===== src/design/pagerank_power_iteration_defines.svh =====
// Assertion macros of the PageRank block's RTL, used by prpi_dp.
// No dependencies; files that check their own logic include this header.
`ifndef PAGERANK_POWER_ITERATION_DEFINES_SVH
`define PAGERANK_POWER_ITERATION_DEFINES_SVH
`ifndef SYNTHESIS
`define PRPI_ASSERT_IMPL(label, ante, cons) \
    label: assert property (@(posedge i_clk) disable iff (!i_rst_n) (ante) |-> (cons)) \
        else $error("prpi: %m check failed");
`define PRPI_ASSERT_NEXT(label, ante, cons) \
    label: assert property (@(posedge i_clk) disable iff (!i_rst_n) (ante) |=> (cons)) \
        else $error("prpi: %m check failed");
`else
`define PRPI_ASSERT_IMPL(label, ante, cons)
`define PRPI_ASSERT_NEXT(label, ante, cons)
`endif
`endif


===== src/design/prpi_pkg.sv =====
// Shared types, constants and helpers of the PageRank block.
// No dependencies; every module of the block imports this package.
`timescale 1ns / 1ps
`default_nettype none
package prpi_pkg;

    localparam int MAX_NODES = 1024;
    localparam int MAX_EDGES = 4096;
    localparam int NODE_W    = $clog2(MAX_NODES);
    localparam int EDGE_W    = $clog2(MAX_EDGES);
    localparam int ETOT_W    = $clog2(MAX_EDGES + 1);
    localparam int NCNT_W    = $clog2(MAX_NODES + 1);
    localparam int DEG_W     = ETOT_W;
    localparam int IN_NODE_W = 10;
    localparam int CMD_W     = 2;
    localparam int STAT_W    = 2;
    localparam int SCORE_W   = 32;
    localparam int D_W       = 16;
    localparam int ITER_W    = 8;
    localparam int PROD_W    = D_W + SCORE_W;
    localparam int DVND_W    = 48;
    localparam int DVSR_W    = 32;
    localparam int CFG_IDX_W = 1;
    localparam int CFG_DAT_W = 16;

    localparam logic [D_W-1:0]    DAMPING_RST = 16'd55706;
    localparam logic [ITER_W-1:0] ITER_RST    = 8'd20;

    localparam logic [CFG_IDX_W-1:0] CFG_DAMPING    = 1'b0;
    localparam logic [CFG_IDX_W-1:0] CFG_ITERATIONS = 1'b1;

    typedef enum logic [CMD_W-1:0] {
        CMD_CLEAR    = 2'd0,
        CMD_ADD_EDGE = 2'd1,
        CMD_RUN      = 2'd2,
        CMD_READ     = 2'd3
    } t_cmd;

    typedef enum logic [STAT_W-1:0] {
        STAT_OK     = 2'd0,
        STAT_FULL   = 2'd1,
        STAT_ABSENT = 2'd2
    } t_status;

    typedef struct packed {
        logic             present;
        logic [DEG_W-1:0] deg;
    } t_node_ent;

    typedef enum logic [4:0] {
        DP_NOP,
        DP_LATCH,
        DP_CLR_START,
        DP_CLR_STEP,
        DP_ADD_RD_SRC,
        DP_ADD_WR_SRC,
        DP_ADD_RD_TGT,
        DP_ADD_WR_TGT,
        DP_RD_ISSUE,
        DP_RESP,
        DP_DIV_INIT,
        DP_DIV_BASE,
        DP_SAVE_BASE,
        DP_NODE_START,
        DP_NODE_RD,
        DP_INIT_WR,
        DP_ND,
        DP_POOL,
        DP_DIV_CONTRIB,
        DP_WR_CONTRIB,
        DP_NODE_NEXT,
        DP_EDGE_START,
        DP_EDGE_RD,
        DP_EDGE_RD2,
        DP_EDGE_WR,
        DP_DIV_SHARE,
        DP_FIN_WR,
        DP_ROUND_INC
    } t_dp_op;

    typedef struct packed {
        t_dp_op  op;
        t_status resp;
    } t_dp_cmd;

    typedef struct packed {
        logic full;
        logic add_oob;
        logic idx_oob;
        logic n_zero;
        logic node_last;
        logic node_present;
        logic node_dangling;
        logic edge_done;
        logic round_done;
        logic div_busy;
    } t_dp_stat;

    typedef enum logic [5:0] {
        S_CLR_INIT, S_CLR, S_IDLE,
        S_ADD_CHK, S_ADD_RS, S_ADD_WS, S_ADD_RT, S_ADD_WT,
        S_RD_ISSUE, S_RD_CHK,
        S_RUN_CHK, S_DIV_INIT, S_WAIT_INIT, S_INIT_START, S_INIT_RD, S_INIT_WR,
        S_DIV_BASE, S_WAIT_BASE, S_SAVE_BASE, S_ROUND_CHK,
        S_ND_START, S_ND_RD, S_ND, S_POOL, S_DIV_C, S_WAIT_C, S_WR_C, S_ND_NEXT,
        S_EDGE_START, S_EDGE_CHK, S_EDGE_RD, S_EDGE_RD2, S_EDGE_WR,
        S_DIV_SHARE, S_WAIT_S, S_FIN_START, S_FIN_RD, S_FIN_WR, S_ROUND_INC,
        S_RESP, S_OUT
    } t_state;

    // Unsigned add that sticks at all ones instead of wrapping.
    function automatic logic [SCORE_W-1:0] sat_add32(input logic [SCORE_W-1:0] a,
                                                     input logic [SCORE_W-1:0] b);
        logic [SCORE_W:0] sum;
        sum = {1'b0, a} + {1'b0, b};
        return sum[SCORE_W] ? {SCORE_W{1'b1}} : sum[SCORE_W-1:0];
    endfunction

endpackage
`default_nettype wire


===== src/design/prpi_ctrl.sv =====
// Sequencing state machine of the PageRank block; drives the datapath by
// micro-operations. Depends on prpi_pkg.
`timescale 1ns / 1ps
`default_nettype none
module prpi_ctrl
    import prpi_pkg::*;
(
    input  wire logic             i_clk,
    input  wire logic             i_rst_n,
    input  wire logic             i_valid,
    output logic                  o_ready,
    input  wire logic [CMD_W-1:0] i_cmd,
    output logic                  o_valid,
    input  wire logic             i_ready,
    output t_dp_cmd               o_dp,
    input  wire t_dp_stat         i_st
);

    t_state  r_state, n_state;
    t_status r_resp, n_resp;
    logic    r_reply, n_reply;

    always_ff @(posedge i_clk) begin
        if (!i_rst_n) begin
            r_state <= S_CLR_INIT;
            r_resp  <= STAT_OK;
            r_reply <= 1'b0;
        end else begin
            r_state <= n_state;
            r_resp  <= n_resp;
            r_reply <= n_reply;
        end
    end

    always_comb begin
        n_state   = r_state;
        n_resp    = r_resp;
        n_reply   = r_reply;
        o_dp.op   = DP_NOP;
        o_dp.resp = r_resp;
        case (r_state)
            S_CLR_INIT: begin
                o_dp.op = DP_CLR_START;
                n_state = S_CLR;
            end
            S_CLR: begin
                o_dp.op = DP_CLR_STEP;
                if (i_st.node_last) begin
                    n_resp  = STAT_OK;
                    n_state = r_reply ? S_RESP : S_IDLE;
                end
            end
            S_IDLE: begin
                if (i_valid) begin
                    o_dp.op = DP_LATCH;
                    n_reply = 1'b1;
                    case (t_cmd'(i_cmd))
                        CMD_CLEAR:    n_state = S_CLR_INIT;
                        CMD_ADD_EDGE: n_state = S_ADD_CHK;
                        CMD_RUN:      n_state = S_RUN_CHK;
                        CMD_READ:     n_state = S_RD_ISSUE;
                        default:      n_state = S_IDLE;
                    endcase
                end
            end
            S_ADD_CHK: begin
                if (i_st.add_oob) begin
                    n_resp  = STAT_ABSENT;
                    n_state = S_RESP;
                end else if (i_st.full) begin
                    n_resp  = STAT_FULL;
                    n_state = S_RESP;
                end else begin
                    n_state = S_ADD_RS;
                end
            end
            S_ADD_RS: begin
                o_dp.op = DP_ADD_RD_SRC;
                n_state = S_ADD_WS;
            end
            S_ADD_WS: begin
                o_dp.op = DP_ADD_WR_SRC;
                n_state = S_ADD_RT;
            end
            S_ADD_RT: begin
                o_dp.op = DP_ADD_RD_TGT;
                n_state = S_ADD_WT;
            end
            S_ADD_WT: begin
                o_dp.op = DP_ADD_WR_TGT;
                n_resp  = STAT_OK;
                n_state = S_RESP;
            end
            S_RD_ISSUE: begin
                o_dp.op = DP_RD_ISSUE;
                n_state = S_RD_CHK;
            end
            S_RD_CHK: begin
                // Keep the read address on the node so the score is still there
                // when the result is captured.
                o_dp.op = DP_RD_ISSUE;
                n_resp  = (i_st.node_present && !i_st.idx_oob) ? STAT_OK : STAT_ABSENT;
                n_state = S_RESP;
            end
            S_RUN_CHK: begin
                n_resp  = STAT_OK;
                n_state = i_st.n_zero ? S_RESP : S_DIV_INIT;
            end
            S_DIV_INIT: begin
                o_dp.op = DP_DIV_INIT;
                n_state = S_WAIT_INIT;
            end
            S_WAIT_INIT: begin
                if (!i_st.div_busy) begin
                    n_state = S_INIT_START;
                end
            end
            S_INIT_START: begin
                o_dp.op = DP_NODE_START;
                n_state = S_INIT_RD;
            end
            S_INIT_RD: begin
                o_dp.op = DP_NODE_RD;
                n_state = S_INIT_WR;
            end
            S_INIT_WR: begin
                o_dp.op = DP_INIT_WR;
                n_state = i_st.node_last ? S_DIV_BASE : S_INIT_RD;
            end
            S_DIV_BASE: begin
                o_dp.op = DP_DIV_BASE;
                n_state = S_WAIT_BASE;
            end
            S_WAIT_BASE: begin
                if (!i_st.div_busy) begin
                    n_state = S_SAVE_BASE;
                end
            end
            S_SAVE_BASE: begin
                o_dp.op = DP_SAVE_BASE;
                n_state = S_ROUND_CHK;
            end
            S_ROUND_CHK: begin
                n_resp  = STAT_OK;
                n_state = i_st.round_done ? S_RESP : S_ND_START;
            end
            S_ND_START: begin
                o_dp.op = DP_NODE_START;
                n_state = S_ND_RD;
            end
            S_ND_RD: begin
                o_dp.op = DP_NODE_RD;
                n_state = S_ND;
            end
            S_ND: begin
                o_dp.op = DP_ND;
                if (!i_st.node_present) begin
                    n_state = S_ND_NEXT;
                end else if (i_st.node_dangling) begin
                    n_state = S_POOL;
                end else begin
                    n_state = S_DIV_C;
                end
            end
            S_POOL: begin
                o_dp.op = DP_POOL;
                n_state = S_ND_NEXT;
            end
            S_DIV_C: begin
                o_dp.op = DP_DIV_CONTRIB;
                n_state = S_WAIT_C;
            end
            S_WAIT_C: begin
                if (!i_st.div_busy) begin
                    n_state = S_WR_C;
                end
            end
            S_WR_C: begin
                o_dp.op = DP_WR_CONTRIB;
                n_state = S_ND_NEXT;
            end
            S_ND_NEXT: begin
                o_dp.op = DP_NODE_NEXT;
                n_state = i_st.node_last ? S_EDGE_START : S_ND_RD;
            end
            S_EDGE_START: begin
                o_dp.op = DP_EDGE_START;
                n_state = S_EDGE_CHK;
            end
            S_EDGE_CHK: begin
                n_state = i_st.edge_done ? S_DIV_SHARE : S_EDGE_RD;
            end
            S_EDGE_RD: begin
                o_dp.op = DP_EDGE_RD;
                n_state = S_EDGE_RD2;
            end
            S_EDGE_RD2: begin
                o_dp.op = DP_EDGE_RD2;
                n_state = S_EDGE_WR;
            end
            S_EDGE_WR: begin
                o_dp.op = DP_EDGE_WR;
                n_state = S_EDGE_CHK;
            end
            S_DIV_SHARE: begin
                o_dp.op = DP_DIV_SHARE;
                n_state = S_WAIT_S;
            end
            S_WAIT_S: begin
                if (!i_st.div_busy) begin
                    n_state = S_FIN_START;
                end
            end
            S_FIN_START: begin
                o_dp.op = DP_NODE_START;
                n_state = S_FIN_RD;
            end
            S_FIN_RD: begin
                o_dp.op = DP_NODE_RD;
                n_state = S_FIN_WR;
            end
            S_FIN_WR: begin
                o_dp.op = DP_FIN_WR;
                n_state = i_st.node_last ? S_ROUND_INC : S_FIN_RD;
            end
            S_ROUND_INC: begin
                o_dp.op = DP_ROUND_INC;
                n_state = S_ROUND_CHK;
            end
            S_RESP: begin
                o_dp.op = DP_RESP;
                n_state = S_OUT;
            end
            S_OUT: begin
                if (i_ready) begin
                    n_state = S_IDLE;
                end
            end
            default: begin
                n_state = S_IDLE;
            end
        endcase
    end

    assign o_ready = (r_state == S_IDLE);
    assign o_valid = (r_state == S_OUT);

endmodule
`default_nettype wire


===== config.mk =====
export PLATFORM = sky130hd
export DESIGN_NAME = prpi_ctrl
export DESIGN_NICKNAME = d
export VERILOG_FILES = /design/src/design/pagerank_power_iteration_defines.svh /design/src/design/prpi_pkg.sv /design/src/design/prpi_ctrl.sv
export SDC_FILE = /design/constraint.sdc
export NUM_CORES = 1
export LEC_CHECK = 0
export BUFFER_PORTS_ARGS = -buffer_cell sky130_fd_sc_hd__buf_2
export CAP_MARGIN = 20
export CORE_ASPECT_RATIO = 0.9
export CORE_MARGIN = 4
export CORE_UTILIZATION = 39
export CTS_CLUSTER_DIAMETER = 40
export DETAILED_ROUTE_END_ITERATION = 12
export MAX_ROUTING_LAYER = met4
export PLACE_DENSITY = 0.58
export SETUP_SLACK_MARGIN = 0.2
export SLEW_MARGIN = 20
export SYNTH_ARGS = -nofsm -noshare
export SYNTH_HDL_FRONTEND = slang
export SYNTH_SLANG_ARGS = --single-unit

===== constraint.sdc =====
create_clock -name i_clk -period 3 [get_ports i_clk]
set_clock_uncertainty 0.1 [all_clocks]
set_input_delay 0.3 -clock i_clk [delete_from_list [all_inputs] [get_ports i_clk]]
set_output_delay 0.3 -clock i_clk [all_outputs]
set_load 0.02 [all_outputs]

==> impl_metrics.json, run 1 <==
{
  "status": "completed",
  "antenna_found_initial": 0,
  "synthFlopType": "dfxtp_1",
  "insertion_delay_ns": 0.23,
  "rows": 22,
  "overflow": 0,
  "ys_seq_area_share_pct": 10.7,
  "swShare_pct": 55.2,
  "drc": 0,
  "start_kind": "register",
  "synthMostInstantiatedCell": "nor2_1",
  "gp_congestion": 0.939,
  "synth_warnings": 0,
  "initial_core_util_pct": 40.9,
  "post-cts-setup-buffers": 0,
  "rsz0062_at_grt": "no",
  "share_comb_of_total_power_pct": 74.6,
  "cts.htree.levels": 1,
  "crit_path_end_kind": "output port",
  "cts_tree": "yes",
  "viasPerCell": 6.56,
  "cts_buffers": 3,
  "yosysUniqueCellTypes": 70,
  "timing.final.ws_setup_ns": 0.368,
  "p_leak_nw": 0.736,
  "die-area_um2": 5410,
  "hold_viol": 0,
  "grt_pass1_wl_mm": 9.09,
  "power_density_nw_per_um2": 833,
  "intPower_uw": 692,
  "synth_edf_count": 0,
  "hold_slack_ns": 0.266,
  "min_period_over_period_pct": 87.7,
  "fmax_mhz": 380,
  "grt_max_degree": 34,
  "dr.pass1.iters": 5,
  "ant_nets": 0,
  "total_power_mw": 1.54,
  "wl_per_cell_um": 18.2,
  "critPathMaxFanout": 27,
  "nNetsFinal": 277,
  "grt_pass1_vias": 1772,
  "regArea_um2": 181,
  "finalWirelength_mm": 5.55,
  "synthesis.area_um2": 1680,
  "drive_above_1_share_pct": 19.1,
  "cap_violations": 0,
  "dpl-instance-area_um2": 1810,
  "avgSynthCellArea_um2": 6.90,
  "ios": 25,
  "design_area_um2": 1850,
  "slew-limit-headroom_pct": 44.4,
  "place_hpwl_mm": 4.24,
  "dp_cells": 301,
  "synth_largest_area_cell": "dfxtp_1",
  "synth-seq-cells": 9,
  "p_clk_share_pct": 9.2,
  "p_seq_share_pct": 16.3,
  "setup_tns_ns": 0,
  "crit_arrival_ns": 2.23,
  "slew_violations": 0,
  "cts_sinks": 9,
  "clock-root-buffer": "clkbuf_8",
  "multi_input_area_um2": 1330,
  "irDropWorstVdd_mv": 0.375,
  "tightest_slew_ns": 0.832,
  "grt.total_usage_pct": 21.0,
  "required_ns": 2.60,
  "final_util_pct": 45.2,
  "rrSetupSlack_ns": 0.48,
  "min_period_ns": 2.63,
  "final_cells": 305,
  "yosysTopAreaCellShare_pct": 10.7,
  "fillers": 439,
  "syn2layout_area_growth_pct": 10.5,
  "syn_nets": 262,
  "die_h_um": 70.2,
  "yosys-top-cells-area": "dfxtp_1 (11%), a21oi_1 (5.1%), nor2_1 (4.7%)",
  "synthCells": 243,
  "drt_iter0_markers": 426,
  "setup_violations": 0,
  "clk_pin_slew_worst_paths_ns": 0.05,
  "clk_path_buf_depth": 2,
  "coreArea_um2": 4100,
  "hp-class": "primary input to register",
  "fp.dieW_um": 77.1,
  "crit_type": "register to output port",
  "netlist_top_cells_count": "nor2_1 (21), a21oi_1 (17), nand2_1 (14)",
  "p_switching_uw": 852,
  "synth_async_sr_flop_share_pct": 0,
  "pre_cts_slack_ns": 0.490,
  "diodes": 0,
  "num_vias": 2002,
  "portBuffers": 24
}
[area by class of cell]
cell class,instances,share of cell area (%)
inverter,8,1.62
timing repair buffer,35,10.9
tap,48,3.24
sequential,9,9.79
multi-input combinational,201,72.0
clock buffer,4,2.43
[state kept, by name (all words and copies together), names as in the netlist]
signal and count:
r_resp 2, r_state 6, r_reply 1
[final timing paths]
path / start / end / cells after the start
worst max-delay path: r_state[4] / o_dp[3] / 5
worst min-delay path: i_valid / r_reply / 3
worst max register to register: r_state[4] / r_state[2] / 5
worst min register to register: r_resp[0] / r_resp[0] / 2
[power by group through the flow]
stage / registers (mW) / logic [mW] / clock network, mW
after floorplan: 0.174 / 0.931 / 0
after global placement: 0.245 / 1.14 / 0
after detailed placement: 0.246 / 1.12 / 0
after CTS: 0.245 / 1.13 / 0.146
after global routing: 0.259 / 1.25 / 0.151
final: 0.251 / 1.15 / 0.142
[cells by family (layout without fill, tap and decap cells)]
kind of cell	Yosys count	after routing	share of synthesized area [%]
muxes	4	4	2.39
DFF	9	9	10.7
adders and majority gates	3	3	2.24
and+or+nand+nor	118	118	43.1
AOI/OAI and AO/OA	73	73	30.3
xor gates and xnor gates	3	3	1.57
buffers and inverters	33	47	9.70
[worst max-delay path, stage by stage (launching register included)]
cell and delay, ns:
dfxtp_1 0.86, nor2b_1 0.41, o21ai_0 0.15, and3_1 0.18, o31ai_1 0.20, buf_2 0.21
[layout by cell type (no fill, tap or decap), drive strengths merged, types with 7 or more instances in the layout]
| cell type | n |
|---|---|
| nand2b | 11 |
| a21oi | 17 |
| nand2 | 15 |
| dfxtp | 9 |
| buf | 35 |
| inv | 7 |
| o21ai | 11 |
| nor2 | 21 |
| nor2b | 12 |
| nor3 | 7 |
| nand3 | 7 |
[repair_timing]
item                                    in CTS  in global routing
hold endpoints to repair                     0                  0
hold buffers                                 0                  0
endpoints found under the setup margin       0                  3
gates resized for setup                      0                  1
[layer usage]
| layer | routed length, µm | GRT usage [%] | up-vias |
|---|---|---|---|
| li1 | - | - | 946 |
| met4 | 34 | 2.57 | 0 |
| met2 | 2460 | 32.4 | 106 |
| met3 | 548 | 3.99 | 8 |
| met5 | 0 | - | - |
| met1 | 2510 | 29.3 | 942 |
Power figures use the tool's default switching activity.
==> inputs of run 2 (changes only) <==
--- a/config.mk
+++ b/config.mk
@@ -7,13 +7,15 @@
 export LEC_CHECK = 0
 export BUFFER_PORTS_ARGS = -buffer_cell sky130_fd_sc_hd__buf_2
 export CAP_MARGIN = 20
+export CELL_PAD_IN_SITES_DETAIL_PLACEMENT = 2
+export CELL_PAD_IN_SITES_GLOBAL_PLACEMENT = 2
 export CORE_ASPECT_RATIO = 0.9
 export CORE_MARGIN = 4
-export CORE_UTILIZATION = 39
+export CORE_UTILIZATION = 34
 export CTS_CLUSTER_DIAMETER = 40
 export DETAILED_ROUTE_END_ITERATION = 12
 export MAX_ROUTING_LAYER = met4
-export PLACE_DENSITY = 0.58
+export PLACE_DENSITY = 0.85
 export SETUP_SLACK_MARGIN = 0.2
 export SLEW_MARGIN = 20
 export SYNTH_ARGS = -nofsm -noshare
==> run 2 against run 1 <==
Non-clock buffer count up 1. Wire length up 47%. Critical path depth up 1. Largest power group unchanged. Maximum frequency down 1.9%.
==> impl_metrics.json, run 2 (synthesis gave the netlist of run 1 again) <==
{
  "status": "completed",
  "grt_pass1_vias": 2232,
  "largest_register_ffs": 6,
  "portBuffers": 24,
  "p_leak_nw": 0.745,
  "power_density_nw_per_um2": 886,
  "insertion_delay_ns": 0.25,
  "gp_congestion": 0.907,
  "layout_common_cells": "buf_2 (24), nor2_1 (21), a21oi_1 (17)",
  "cts.htree.levels": 1,
  "min_period_ns": 2.68,
  "fp.dieW_um": 82.0,
  "largest_registers": "r_state (6), r_resp (2), r_reply (1)",
  "cap_violations": 0,
  "largest_register": "r_state",
  "diodes": 0,
  "grt_pass1_wl_mm": 13.0,
  "cts_buffers": 3,
  "antenna_found_initial": 0,
  "finalWirelength_mm": 8.17,
  "crit_type": "register to output port",
  "fmax_mhz": 373,
  "initial_core_util_pct": 36.4,
  "hold_viol": 0,
  "grt.total_usage_pct": 29.8,
  "start_kind": "register",
  "crit_arrival_ns": 2.28,
  "viasPerCell": 6.64,
  "irDropWorstVdd_mv": 0.496,
  "slew_violations": 0,
  "coreArea_um2": 4600,
  "rows": 23,
  "clk_pin_slew_worst_paths_ns": 0.05,
  "final_common_cell": "buf_2",
  "wl_per_cell_um": 25.5,
  "rsz0062_at_grt": "no",
  "clk_path_buf_depth": 2,
  "cts_tree": "yes",
  "ios": 25,
  "setup_violations": 0,
  "slew-limit-headroom_pct": 53.4,
  "crit_path_end_kind": "output port",
  "place_hpwl_mm": 5.99,
  "num_vias": 2125,
  "nNetsFinal": 278,
  "die-area_um2": 6120,
  "clock-root-buffer": "clkbuf_8",
  "die_h_um": 74.6,
  "dr.pass1.iters": 4,
  "hold_slack_ns": 0.275,
  "overflow": 0,
  "min_period_over_period_pct": 89.4,
  "tightest_slew_ns": 0.689,
  "dp_cells": 316,
  "critPathMaxFanout": 29,
  "drive_above_1_share_pct": 20.2,
  "ctsHoldBuffers": 0,
  "cts_sinks": 9,
  "total_power_mw": 1.68,
  "syn2layout_area_growth_pct": 12.9,
  "hp-class": "primary input to register",
  "setup_tns_ns": 0,
  "ant_nets": 0,
  "final_cells": 320,
  "grt_max_degree": 33,
  "drc": 0,
  "required_ns": 2.60,
  "drt_iter0_markers": 207
}
## run 2: cell types whose count changed in the layout (fill, tap and decap cells not counted)
cell,previous run,this run
dfxtp_1,8,6
dfxtp_2,1,3
buf_12,0,1
## run 2: path summary, 6_finish.rpt
kind	start	endpoint	slack [ns]	cells past startpoint
worst max-delay path	r_state[1]	o_dp[2]	0.32	6
worst min-delay path	i_valid	r_reply	0.28	3
worst max register to register	r_state[5]	r_state[3]	0.41	5
worst min register to register	r_resp[0]	r_resp[0]	0.39	2
## run 2: repair_timing
| action | 4_1_cts | 5_1_grt |
|---|---|---|
| resized for setup | 1 | 2 |
| setup endpoints to repair | 3 | 4 |
| setup buffers | 0 | 0 |
## run 2: metal layers
layer  track usage, %  part of all wire [%]  wire [µm]
met4             9.78                   3.4        275
met3             5.50                   7.9        646
met1             39.4                    42       3470
met5                -                     0          0
met2             45.7                    46       3780
## run 2: layout make-up
type | count | area [µm²]
clock buffers | 4 | 45.0
fillers | 573 | 2710
inverters | 8 | 30.0
multi-input cells | 201 | 1330
flip-flops and latches | 9 | 184
well taps | 62 | 77.6
repair buffers | 36 | 223
## run 2: critical path, stage by stage (launching register included)
cell      delay, ns
dfxtp_1        0.67
buf_4          0.40
inv_1          0.21
o21ai_0        0.26
a21oi_1        0.10
o221ai_1       0.19
buf_2          0.20
## run 2: per-stage QoR
step / cell area (µm²) / util, % / setup slack, ns
after global routing: 1890 / 41.1 / 0.218
after global placement: 1840 / 40.1 / 0.478
after floorplan: 1680 / - / 0.854
after CTS: 1890 / 41.1 / 0.242
after detailed placement: 1840 / 40.1 / 0.293
final: 1890 / 41.1 / 0.318
## run 2: power by group
| group | switching [mW] | total, mW | leakage, nW | internal [mW] |
|---|---|---|---|---|
| logic | 0.783 | 1.24 | 0.647 | 0.461 |
| registers | 0.129 | 0.282 | 0.0747 | 0.153 |
| clock network | 0.0582 | 0.152 | 0.0228 | 0.0935 |
| total | 0.970 | 1.68 | 0.745 | 0.708 |
==> inputs of run 3 (changes only) <==
--- a/config.mk
+++ b/config.mk
@@ -10,12 +10,13 @@
 export CELL_PAD_IN_SITES_DETAIL_PLACEMENT = 2
 export CELL_PAD_IN_SITES_GLOBAL_PLACEMENT = 2
 export CORE_ASPECT_RATIO = 0.9
-export CORE_MARGIN = 4
+export CORE_MARGIN = 1
 export CORE_UTILIZATION = 34
 export CTS_CLUSTER_DIAMETER = 40
 export DETAILED_ROUTE_END_ITERATION = 12
 export MAX_ROUTING_LAYER = met4
-export PLACE_DENSITY = 0.85
+export PLACE_DENSITY_LB_ADDON = 0.1
+export RECOVER_POWER = 50
 export SETUP_SLACK_MARGIN = 0.2
 export SLEW_MARGIN = 20
 export SYNTH_ARGS = -nofsm -noshare
==> run 3 against run 2 <==
Critical path depth stayed put. Clock power down 7%. Global-route usage decreased by 0.56 points. Maximum frequency grew 1.9%. Critical endpoint is now r_state[2]. Sequential power decreased by 2%. First-iteration DRC count down 53%. Via count is 4.2% lower. Flip-flop and latch count did not move.
==> impl_metrics.json, run 3 (synthesis gave the netlist of run 1 again) <==
{
  "portBuffers": 24,
  "grt.total_usage_pct": 29.2,
  "slew_violations": 0,
  "grt_pass1_vias": 2034,
  "worst-r2r-cell-count": 6,
  "hold_viol": 0,
  "multi_input_area_um2": 1330,
  "viasPerCell": 6.28,
  "grt_pass1_wl_mm": 11.1,
  "crit_type": "register to register",
  "clk_path_buf_depth": 2,
  "rows": 23,
  "gp_congestion": 0.879,
  "r2r_start": "r_state[0]",
  "insertion_delay_ns": 0.23,
  "crit_start": "r_state[0]",
  "die_h_um": 68.6,
  "fp.dieW_um": 76.0,
  "power_density_nw_per_um2": 856,
  "fmax_mhz": 380,
  "diodes": 0,
  "tightest_slew_ns": 0.714,
  "layout_common_cells": "nor2_1 (21), buf_2 (20), a21oi_1 (17)",
  "die-area_um2": 5220,
  "ctsResizeCount": 0,
  "crit_path_end": "r_state[2]",
  "min_period_ns": 2.63,
  "dr.pass1.iters": 4,
  "place_hpwl_mm": 5.51,
  "worstHoldStart": "i_rst_n",
  "fillers": 592,
  "min_period_over_period_pct": 87.8,
  "drive_above_1_share_pct": 19.1,
  "grt_max_degree": 35,
  "nNetsFinal": 282,
  "required_ns": 3.04,
  "hp-class": "primary input to register",
  "cts_tree": "yes",
  "critPathMaxFanout": 16,
  "irDropWorstVdd_mv": 0.302,
  "setup_tns_ns": 0,
  "cts_buffers": 3,
  "finalWirelength_mm": 7.14,
  "rsz0062_at_grt": "no",
  "p_leak_nw": 0.739,
  "largest_register_ffs": 6,
  "ios": 25,
  "slew-limit-headroom_pct": 52.4,
  "crit_arrival_ns": 2.67,
  "ant_nets": 0,
  "cap_violations": 0,
  "drt_iter0_markers": 98,
  "total_power_mw": 1.63,
  "largest_registers": "r_state (6), r_resp (2), r_reply (1)",
  "hold_slack_ns": 0.285,
  "setup_violations": 0,
  "start_kind": "register",
  "status": "completed",
  "antenna_found_initial": 0,
  "clk_pin_slew_worst_paths_ns": 0.05,
  "ctsHoldBuffers": 0,
  "cts_sinks": 9,
  "initial_core_util_pct": 36.4,
  "overflow": 0,
  "dp_cells": 320,
  "coreArea_um2": 4600,
  "cts.htree.levels": 1,
  "final_common_cell": "nor2_1",
  "clock-root-buffer": "clkbuf_8",
  "syn2layout_area_growth_pct": 13.6,
  "reg2reg_to": "r_state[2]",
  "regArea_um2": 183,
  "drc": 0,
  "crit_path_end_kind": "register",
  "rrSetupSlack_ns": 0.37,
  "final_cells": 324,
  "post-cts-setup-buffers": 0,
  "wl_per_cell_um": 22.0,
  "num_vias": 2036,
  "largest_register": "r_state"
}
==> run 3: changes by cell type in the layout (fill, tap and decap cells not counted) <==
| cell | delta |
|---|---|
| dfxtp_2 | -1 |
| nor4_2 | +1 |
| clkbuf_1 | +5 |
| buf_2 | -4 |
| buf_4 | +3 |
| nor4_4 | -1 |
| dfxtp_1 | +1 |
==> run 3: report_power, final <==
part           switching, mW  total [mW]  internal (mW)  leakage, nW
logic                  0.742        1.21          0.471        0.642
registers              0.124       0.277          0.152       0.0743
clock network         0.0482       0.141         0.0926       0.0228
==> run 3: layer usage <==
layer	vias to the layer above	routed length [µm]	GRT usage [%]	share of wire (%)
met5	-	0	-	0
li1	955	-	-	-
met2	69	3280	49.1	46
met1	1000	3320	38.0	46
met4	0	145	6.73	2.0
met3	12	397	3.55	5.6
==> run 3: through the flow <==
stage	setup WS (ns)	instance area (µm²)	util (%)
floorplan	0.854	1680	-
global placement	0.571	1870	40.7
detailed placement	0.495	1870	40.7
CTS	0.261	1920	41.7
global route	0.247	1900	41.4
finish	0.367	1900	41.4
==> run 3: worst max-delay path: stages, from the launching register on <==
cell      delay [ns]
dfxtp_1         0.69
buf_4           0.29
nor4bb_1        0.07
o211a_1         0.29
nor4_2          0.67
nand2_2         0.15
a221oi_2        0.27
==> run 3: final cells by class <==
type | count | area share, %
flip-flops and latches | 9 | 9.59
well taps | 62 | 4.07
inverters | 8 | 1.58
repair buffers | 40 | 12.8
multi-input cells | 201 | 69.6
clock buffers | 4 | 2.37
==> run 3: worst min-delay path by stage <==
stage	depth (start not counted)	to	slack [ns]
3_3_place_gp	2	r_resp[0]	0.34
4_1_cts	3	r_reply	0.28
2_1_floorplan	2	r_reply	0.34
3_5_place_dp	2	r_resp[0]	0.36
5_1_grt	2	r_state[4]	0.30
6_report	2	r_state[4]	0.29
